--- src/rtl/mha_pkg.sv ---
// shared types and constants for the motion history accumulator
// frame geometry, register indexes, configuration and memory entry layout
// no dependencies
package mha_pkg;

    localparam int FRAME_WIDTH  = 640;
    localparam int FRAME_HEIGHT = 480;
    localparam int PIXEL_COUNT  = FRAME_WIDTH * FRAME_HEIGHT;
    localparam int MEM_ADDR_W   = $clog2(PIXEL_COUNT);

    localparam int DEPTH_W = 8;
    localparam int INDEX_W = 19;
    localparam int HIST_W  = 8;
    localparam int ACC_W   = 8;
    localparam int CFG_IDX_W  = 2;
    localparam int CFG_DATA_W = 8;

    localparam int S_TDATA_W = ((DEPTH_W + INDEX_W + 7) / 8) * 8;
    localparam int M_TDATA_W = ((ACC_W + HIST_W + 7) / 8) * 8;

    localparam logic [HIST_W-1:0] RESET_MOTION_VALUE    = 8'd15;
    localparam logic [HIST_W-1:0] RESET_DECAY_STEP      = 8'd15;
    localparam logic [HIST_W-1:0] RESET_INITIAL_HISTORY = 8'd32;

    typedef enum logic [CFG_IDX_W-1:0] {
        CFG_MOTION_VALUE    = 2'd0,
        CFG_DECAY_STEP      = 2'd1,
        CFG_INITIAL_HISTORY = 2'd2
    } cfg_index_t;

    typedef struct packed {
        logic [HIST_W-1:0] motion_value;
        logic [HIST_W-1:0] decay_step;
        logic [HIST_W-1:0] initial_history;
    } cfg_t;

    typedef struct packed {
        logic              occupied;
        logic [HIST_W-1:0] history;
        logic [ACC_W-1:0]  acc;
    } entry_t;

endpackage

--- src/rtl/mha_update.sv ---
// per-pixel history update: binarize, edge detect, load or decay, accumulate
// depends on mha_pkg
module mha_update (
    input  mha_pkg::entry_t              old_entry,
    input  logic [mha_pkg::DEPTH_W-1:0]  depth_sample,
    input  logic                         clip_start,
    input  mha_pkg::cfg_t                cfg,
    output mha_pkg::entry_t              new_entry,
    output logic                         motion_seen
);
    import mha_pkg::*;

    logic              occ;
    logic [HIST_W-1:0] decayed;

    assign occ = (depth_sample != '0);
    assign decayed = (old_entry.history > cfg.decay_step)
                   ? old_entry.history - cfg.decay_step : '0;

    always_comb begin
        new_entry.occupied = occ;
        if (clip_start) begin
            motion_seen       = 1'b0;
            new_entry.history = cfg.initial_history;
            new_entry.acc     = '0;
        end else begin
            motion_seen       = occ && !old_entry.occupied;
            new_entry.history = motion_seen ? cfg.motion_value : decayed;
            new_entry.acc     = old_entry.acc + ACC_W'(new_entry.history);
        end
    end

endmodule
--- config.mk ---
export PLATFORM = sky130hd
export DESIGN_NAME = mha_update
export DESIGN_NICKNAME = d
export VERILOG_FILES = /design/src/rtl/mha_pkg.sv /design/src/rtl/mha_update.sv
export SDC_FILE = /design/constraint.sdc
export NUM_CORES = 1
export LEC_CHECK = 0
export ABC_CLOCK_PERIOD_IN_PS = 6900
export BUFFER_PORTS_ARGS = -buffer_cell sky130_fd_sc_hd__buf_2
export CELL_PAD_IN_SITES_DETAIL_PLACEMENT = 2
export CELL_PAD_IN_SITES_GLOBAL_PLACEMENT = 2
export CORE_MARGIN = 2
export CORE_UTILIZATION = 23
export DETAILED_ROUTE_END_ITERATION = 10
export PLACE_DENSITY = 0.88
export SLEW_MARGIN = 40
export SYNTH_ARGS = -nofsm -noshare
export SYNTH_HDL_FRONTEND = slang
export SYNTH_SLANG_ARGS = --single-unit
--- constraint.sdc ---
create_clock -name vclk -period 6.9
set_input_delay 0.345 -clock vclk [all_inputs]
set_output_delay 0.345 -clock vclk [all_outputs]
set_load 0.1 [all_outputs]
; ---- After elaboration in Yosys (flattened, before gate mapping)
; Index checks and enable logic that the tools add are counted.
[totals]
register_bits = 0
romBits = 0
output_inout_bits = 18
latchBits = 0
ramBits = 0
memories = 0
wordCells = 10
[classes]
muxes = 4
mul = 0
bitwise_logic = 0
n_eq_ne = 0
addsub = 2
magnitude_cmp = 1
div_mod_pow = 0
reduce_logical = 3
shifts = 0
[ops]
columns = op, count
row1 = $mux W16, 1
row2 = $mux W8, 2
row3 = $add A8 B8 Y8, 1
row4 = $gt A8 B8 Y1, 1
row5 = $reduce_bool A8 Y1, 1
row6 = $sub A8 B8 Y8, 1
row7 = $logic_and A1 B1 Y1, 1
row8 = $logic_not A1 Y1, 1
row9 = $mux W1, 1

; ---- Logic depth before layout (Yosys ltp)
; Gate-level depths: netlist of the first run.
[depth]
word_depth = 5
ltp_mapped = 17
mapped_depth_nobuf = 17

; ---- Least setup slack after synthesis of the first run
; No wires, ideal clock.
[synth_timing]
kind = in2out
startpoint = input old_entry[8] in the netlist's numbering
endpoint = output new_entry[6] in the netlist's numbering
stages = 17
arrival_time_ns = 4.688
required_ns = 6.555
path_slack_ns = 1.867
path_buffers = 0
path_cell_list = inv_1 ha_1 inv_1 fa_1 nand3_1 a21oi_1 nor2_1 o31ai_2 ha_1 inv_1 fa_1 nor2b_1 o21ai_0 a21boi_0 o21ai_0 nor3b_1 nor3_1
[synth_rtl]
columns = element, line_no
row1 = "start, declared", mha_update.sv:4  ; input mha_pkg::entry_t old_entry,
row2 = "end, declared", mha_update.sv:8  ; output mha_pkg::entry_t new_entry,

==> results_dict.tcl, run 1 <==
set metrics [dict create \
    run_status "finished clean" \
    final_max_slew_viol_count 0 \
    ctsResizeCount 0 \
    sw_frac_of_total_pct 72.71 \
    syn2layout_area_growth_pct 40.13 \
    cap_violations 0 \
    gp_congestion 0.7510 \
    antenna_cells 0 \
    synth_seq_area_share_pct 0 \
    clkbuf_count 0 \
    grt_usage_pct 15.02 \
    slowest_delay_ns 0.43 \
    grt_max_degree 19 \
    grt_pass1_wl_um 5589 \
    worstPathArrival_ns 3.85 \
    final_layout_size_suffix_gt1_share_pct 41.62 \
    critPathLaunchType "primary input" \
    slowest_stage "ha_1" \
    p_per_area_mw_per_mm2 158.0 \
    hold_class "primary input to output pin" \
    timing.fmax_mhz 238.6 \
    post-route-min-period_ns 4.192 \
    via_per_inst 4.798 \
    rsz0062_at_grt "no" \
    port_buffers 68 \
    drc 0 \
    ir_drop_uv 41.35 \
    synthMuxAreaShare_pct 10.46 \
    path_buf_inv 3 \
    synth_top_family_by_area "compound AO/OA/AOI/OAI gates" \
    die_h_um 68.51 \
    grt_pass1_vias 1238 \
    p_sw_mw 0.1541 \
    start_util_pct 23.93 \
    core_mm2 0.004000 \
    fin_nets 267 \
    synth-compound-area-share_pct 26.80 \
    num_vias 1185 \
    seqCellArea_um2 0 \
    setup_viol 0 \
    ys_types 41 \
    holdCritStartpoint "cfg[7]" \
    critPathTopFamily "compound AO/OA/AOI/OAI gates" \
    yosys_warnings 0 \
    hold_depth 4 \
    clockPowerShare_pct 0 \
    rows 23 \
    syn_inst 132 \
    antenna_found_initial 0 \
    p_leak_nw 0.7153 \
    yosys.area_share.simple_pct 22.61 \
    fin_crit_sh_pct 60.75 \
    critPathKind "primary input to output pin" \
    avgSynthCellArea_um2 7.251 \
    design_power_total_mw 0.2119 \
    power.internal_mw 0.05784 \
    grt_overflow 0 \
    wl_per_cell_um 13.89 \
    ant_nets 0 \
    synthAdderAreaFrac_pct 25.10 \
    synth_fp_nets 200 \
    tns_ns 0 \
    end_kind "output pin" \
    cts_hold_buf 0 \
    dieArea_mm2 0.004694 \
    hpwl_um 3151 \
    drt_pass1_iterations 4 \
    die_w_um 68.51 \
    cp_max_fo 6 \
    seq_cells 0 \
    cp.required_ns 6.55 \
    final_hold_viol_count 0 \
    synth_xor_area_share_pct 6.405 \
    synthesis.area_um2 957.2 \
    power_frac_comb_pct 100.0 \
    worst_pin_slew_ns 0.5077 \
    cts_setup_buffers 0 \
    fill_cells 521 \
    min_to "new_entry[15]" \
    cp_cell_sequence "buf_2, inv_1, ha_1, nand3_1, a21oi_1, o22ai_2, o31ai_1, ha_1, a211oi_1, a21oi_1, o41a_1, xor2_1, nor2b_1, mux2_1, buf_2" \
    seq_power_share_pct 0 \
    drt-initial-drc-count 16 \
    crit_cells 15 \
    routed_wl_um 3430 \
    slew_headroom_pct 66.39 \
    io_pins 68 \
]
## logic make-up after synthesis
kind of cell | Yosys count
fa+ha+maj | 18
xor+xnor | 7
compound gates | 34
buf+inv | 19
mux | 9
simple gates | 45
## how the worst max path moves through the flow
stage                   from           end  slack (ns)
3_3_place_gp   old_entry[11]  new_entry[7]        2.87
2_1_floorplan   old_entry[8]  new_entry[6]        1.87
4_1_cts              cfg[11]  new_entry[7]        2.68
6_report             cfg[11]  new_entry[7]        2.71
5_1_grt         old_entry[8]  new_entry[6]        2.30
3_5_place_dp    old_entry[8]  new_entry[7]        2.69
## placed cells by master (no fill, tap or decap), types with 2 or more instances in the layout
cell       n
a21boi_0   2
a21o_1     2
nand4_1    2
inv_1     15
ha_1      16
o21ai_0    7
nand2b_1   2
nor2_1    11
xor2_1     3
nor4_1     2
or3_1      2
o31ai_1    3
nor2b_1    5
mux2_1     2
a21oi_1    7
nand3_1    2
xnor2_1    4
nor3_1     3
nand2_1   13
mux2_2     6
fa_1       2
buf_2     68
## stage by stage
| stage | util (%) | cell area, um^2 | instances | worst slack, ns | hold slack [ns] |
|---|---|---|---|---|---|
| 2_1_floorplan | - | 957.2 | 132 | 1.867 | 1.040 |
| 3_3_place_gp | 33.53 | 1341 | 247 | 2.866 | 1.166 |
| 3_5_place_dp | 33.53 | 1341 | 247 | 2.692 | 1.183 |
| 4_1_cts | 33.53 | 1341 | 247 | 2.676 | 1.185 |
| 5_1_grt | 33.53 | 1341 | 247 | 2.297 | 1.206 |
| 6_report | 33.53 | 1341 | 247 | 2.708 | 1.177 |
## routing by layer
metal	up-vias	routed length, um	GRT usage, %
met2	27	1881	30.05
met5	-	0	0
met4	0	0	0
met1	557	1431	18.88
li1	601	-	-
met3	0	117	0
## cell type report
class	count	area, um^2	area share (%)
inverters	15	56.30	4.198
well taps	50	62.56	4.664
repair buffers	69	347.8	25.93
multi-input cells	113	874.6	65.21
## worst min-delay path, cell delays in order
cell and delay [ns]:
buf_2 0.10, inv_1 0.04, mux2i_1 0.06, buf_2 0.29
## power by group through the flow
stage,sequential (mW),combinational (mW),clock (mW)
floorplan,0,0.170,0
global placement,0,0.208,0
detailed placement,0,0.214,0
CTS,0,0.214,0
global route,0,0.229,0
finish,0,0.212,0
## cell usage after synthesis, types with 3 or more instances
cell | number | area (um^2)
inv_1 | 15 | 56.30
nor3_1 | 3 | 15.01
o31ai_1 | 3 | 22.52
mux2_2 | 6 | 67.56
a21oi_1 | 7 | 35.03
xnor2_1 | 4 | 35.03
ha_1 | 16 | 200.2
nor2_1 | 11 | 41.29
xor2_1 | 3 | 26.28
o21ai_0 | 7 | 35.03
nand2_1 | 13 | 48.80
nor2b_1 | 5 | 31.28
(Power assumes the default switching activity.)
==> inputs of run 2 (changes only) <==
--- a/config.mk
+++ b/config.mk
@@ -5,14 +5,15 @@
 export SDC_FILE = /design/constraint.sdc
 export NUM_CORES = 1
 export LEC_CHECK = 0
-export ABC_CLOCK_PERIOD_IN_PS = 6900
+export ABC_AREA = 1
+export ABC_CLOCK_PERIOD_IN_PS = 3600
 export BUFFER_PORTS_ARGS = -buffer_cell sky130_fd_sc_hd__buf_2
 export CELL_PAD_IN_SITES_DETAIL_PLACEMENT = 2
 export CELL_PAD_IN_SITES_GLOBAL_PLACEMENT = 2
 export CORE_MARGIN = 2
-export CORE_UTILIZATION = 23
+export CORE_UTILIZATION = 18
 export DETAILED_ROUTE_END_ITERATION = 10
-export PLACE_DENSITY = 0.88
+export PLACE_DENSITY = 0.78
 export SLEW_MARGIN = 40
 export SYNTH_ARGS = -nofsm -noshare
 export SYNTH_HDL_FRONTEND = slang
==> constraint.sdc (replaced) <==
create_clock -name vclk -period 3.6
set_input_delay 0.18 -clock vclk [all_inputs]
set_output_delay 0.18 -clock vclk [all_outputs]
set_load 0.1 [all_outputs]
==> run 2 against run 1 <==
Clock-buffer cell count unchanged; final cell count rose by 28%; area after synthesis grew 6.8%; critical endpoint is now new_entry[5]; non-clock buffer count increased by 1; cell area up 16%; utilization is 5.3 points lower.
==> results_dict.tcl, run 2 <==
set metrics [dict create \
    hold_class "primary input to output pin" \
    fin_nets 315 \
    ir_drop_uv 110.3 \
    routed_wl_um 3844 \
    avgSynthCellArea_um2 5.743 \
    critPathKind "primary input to output pin" \
    final_hold_viol_count 0 \
    dp.cells 315 \
    post-route-min-period_ns 3.267 \
    path_buf_inv 5 \
    synth_xor_area_share_pct 2.570 \
    start_util_pct 18.56 \
    final_util_pct 28.20 \
    fill_cells 700 \
    grt_pass1_wl_um 6341 \
    crit_start "old_entry[8]" \
    synth_top_cell_area_share_pct 19.58 \
    mostFrequentLayoutCells "65 x buf_2, 45 x nand2_1, 31 x inv_1, 17 x nor2_1, 15 x ha_1" \
    synthMuxAreaShare_pct 0 \
    slew_headroom_pct 66.54 \
    fin_ws_ns 0.3333 \
    gp_congestion 0.7583 \
    drt-initial-drc-count 23 \
    yosys_warnings 0 \
    setup_viol 0 \
    slowest_stage "ha_1" \
    cp_max_fo 7 \
    die_w_um 79.36 \
    antenna_found_initial 0 \
    timing.fmax_mhz 306.1 \
    yosys-top-cells-area "ha_1 20%, nand2_1 17%, inv_1 11%, a21oi_1 7.3%, nor2_1 6.6%" \
    drc 0 \
    critPathTopFamily "compound AO/OA/AOI/OAI gates" \
    final_layout_size_suffix_gt1_share_pct 40.00 \
    synth_seq_area_share_pct 0 \
    drt_pass1_iterations 2 \
    placed_area_mm2 0.001496 \
    p_per_area_mw_per_mm2 279.5 \
    grt_max_degree 15 \
    yosys.area_share.simple_pct 39.78 \
    seq_cells 0 \
    syn_inst 178 \
    multi_input_area_um2 938.4 \
    crit_top_cell "inv_1" \
    final_common_cell "buf_2" \
    end_kind "output pin" \
    critPathLaunchType "primary input" \
    ys_types 29 \
    run_status "finished clean" \
    ys_top_cells_by_count "46 x nand2_1, 31 x inv_1, 18 x nor2_1, 16 x ha_1, 15 x a21oi_1" \
    p_leak_nw 0.9059 \
    synth_fp_nets 246 \
    layout.cells.non_filler 317 \
    worst_pin_slew_ns 0.5053 \
    num_vias 1390 \
    cp.required_ns 3.42 \
    grt_pass1_vias 1464 \
    io_pins 68 \
    syn2layout_area_growth_pct 51.90 \
    yosysMostFrequentCell "nand2_1" \
    clkbuf_count 0 \
    crit_end "new_entry[5]" \
    rows 27 \
    crit_cells 21 \
    hpwl_um 3492 \
    tns_ns 0 \
    core_mm2 0.005507 \
    cp_cell_sequence "buf_2, inv_1, ha_1, inv_1, fa_2, nand2_1, nand2_1, nand2_2, nor2_4, nor2_4, nor2_8, a22oi_2, inv_1, ha_1, a21oi_1, nand2_2, a21oi_1, o21ba_2, o21ai_0, a21oi_2, buf_12" \
    fin_crit_sh_pct 90.74 \
    synth-compound-area-share_pct 20.20 \
    port_buffers 68 \
    wl_per_cell_um 12.13 \
    cts_hold_buf 0 \
    worstPathArrival_ns 3.09 \
    slowest_delay_ns 0.35 \
    via_per_inst 4.385 \
    cap_violations 0 \
    seqCellArea_um2 0 \
    stdcell_area_mm2 0.001553 \
    dieArea_mm2 0.006298 \
    synthesis.area_mm2 0.001022 \
    rsz0062_at_grt "no" \
    yosysTopAreaCell "ha_1" \
    antenna_cells 0 \
    synth_top_family_by_area "simple AND/OR/NAND/NOR gates" \
    ant_nets 0 \
    die_h_um 79.36 \
    grt_overflow 0 \
    grt_usage_pct 11.91 \
    final_max_slew_viol_count 0 \
    dpl_worst_slack_ns 0.1763 \
    synthAdderAreaFrac_pct 23.50 \
]
[run 2: cell types whose count changed in the layout (fill, tap and decap cells not counted), moves of 5 or more]
cell,previous run,this run
inv_1,15,31
nand2_1,13,45
mux2_2,6,0
nand2_2,0,6
nor2b_1,5,0
nor2_1,11,17
[run 2: power by group]
group,total [mW],switching (mW),internal [mW]
clock,0,0,0
sequential,0,0,0
combinational,0.434,0.309,0.125
[run 2: layer usage]
| layer | GRT usage, % | part of all wire [%] | vias up | wire length [um] |
|---|---|---|---|---|
| met4 | 0.5172 | 0.60 | 0 | 23 |
| met1 | 14.61 | 40 | 662 | 1530 |
| met3 | 0 | 1.9 | 2 | 72 |
| li1 | - | - | 703 | - |
| met2 | 24.15 | 58 | 23 | 2217 |
| met5 | 0 | 0 | - | 0 |
[run 2: final cells by class]
| type | instances | area share, % |
|---|---|---|
| Timing Repair Buffer | 70 | 25.79 |
| Multi-Input combinational cell | 142 | 60.44 |
| Inverter | 33 | 7.977 |
| Tap cell | 72 | 5.802 |
[run 2: cells by family (layout without fill, tap and decap cells)]
logic type,after synthesis,count (layout)
adder cells (fa/ha/maj),18,18
buffers and inverters,36,103
AND/OR/NAND/NOR,86,86
AO/OA/AOI/OAI,35,35
XOR/XNOR,3,3
[run 2: tightest hold or removal path: stages]
cell and delay [ns]:
buf_2 0.09, nand2_1 0.05, o21ai_1 0.05, buf_2 0.29
[run 2: how the worst min path moves through the flow]
stage / from / endpoint / cells after the start
after global routing: cfg[1] / new_entry[9] / 4
after global placement: cfg[6] / new_entry[14] / 4
after CTS: cfg[1] / new_entry[9] / 4
after detailed placement: cfg[1] / new_entry[9] / 4
after floorplan: clip_start / new_entry[2] / 3
final: cfg[1] / new_entry[9] / 4
[run 2: timing repair]
action                     CTS  global route
resized for setup            0             8
setup buffers                0             2
setup endpoints to repair    0             2
[run 2: stage by stage]
step	hold slack (ns)	total power, mW
after global routing	0.8628	0.4706
after detailed placement	0.8525	0.4238
after global placement	0.8212	0.4158
after floorplan	0.6968	0.3167
final	0.8506	0.4341
after CTS	0.8580	0.4253
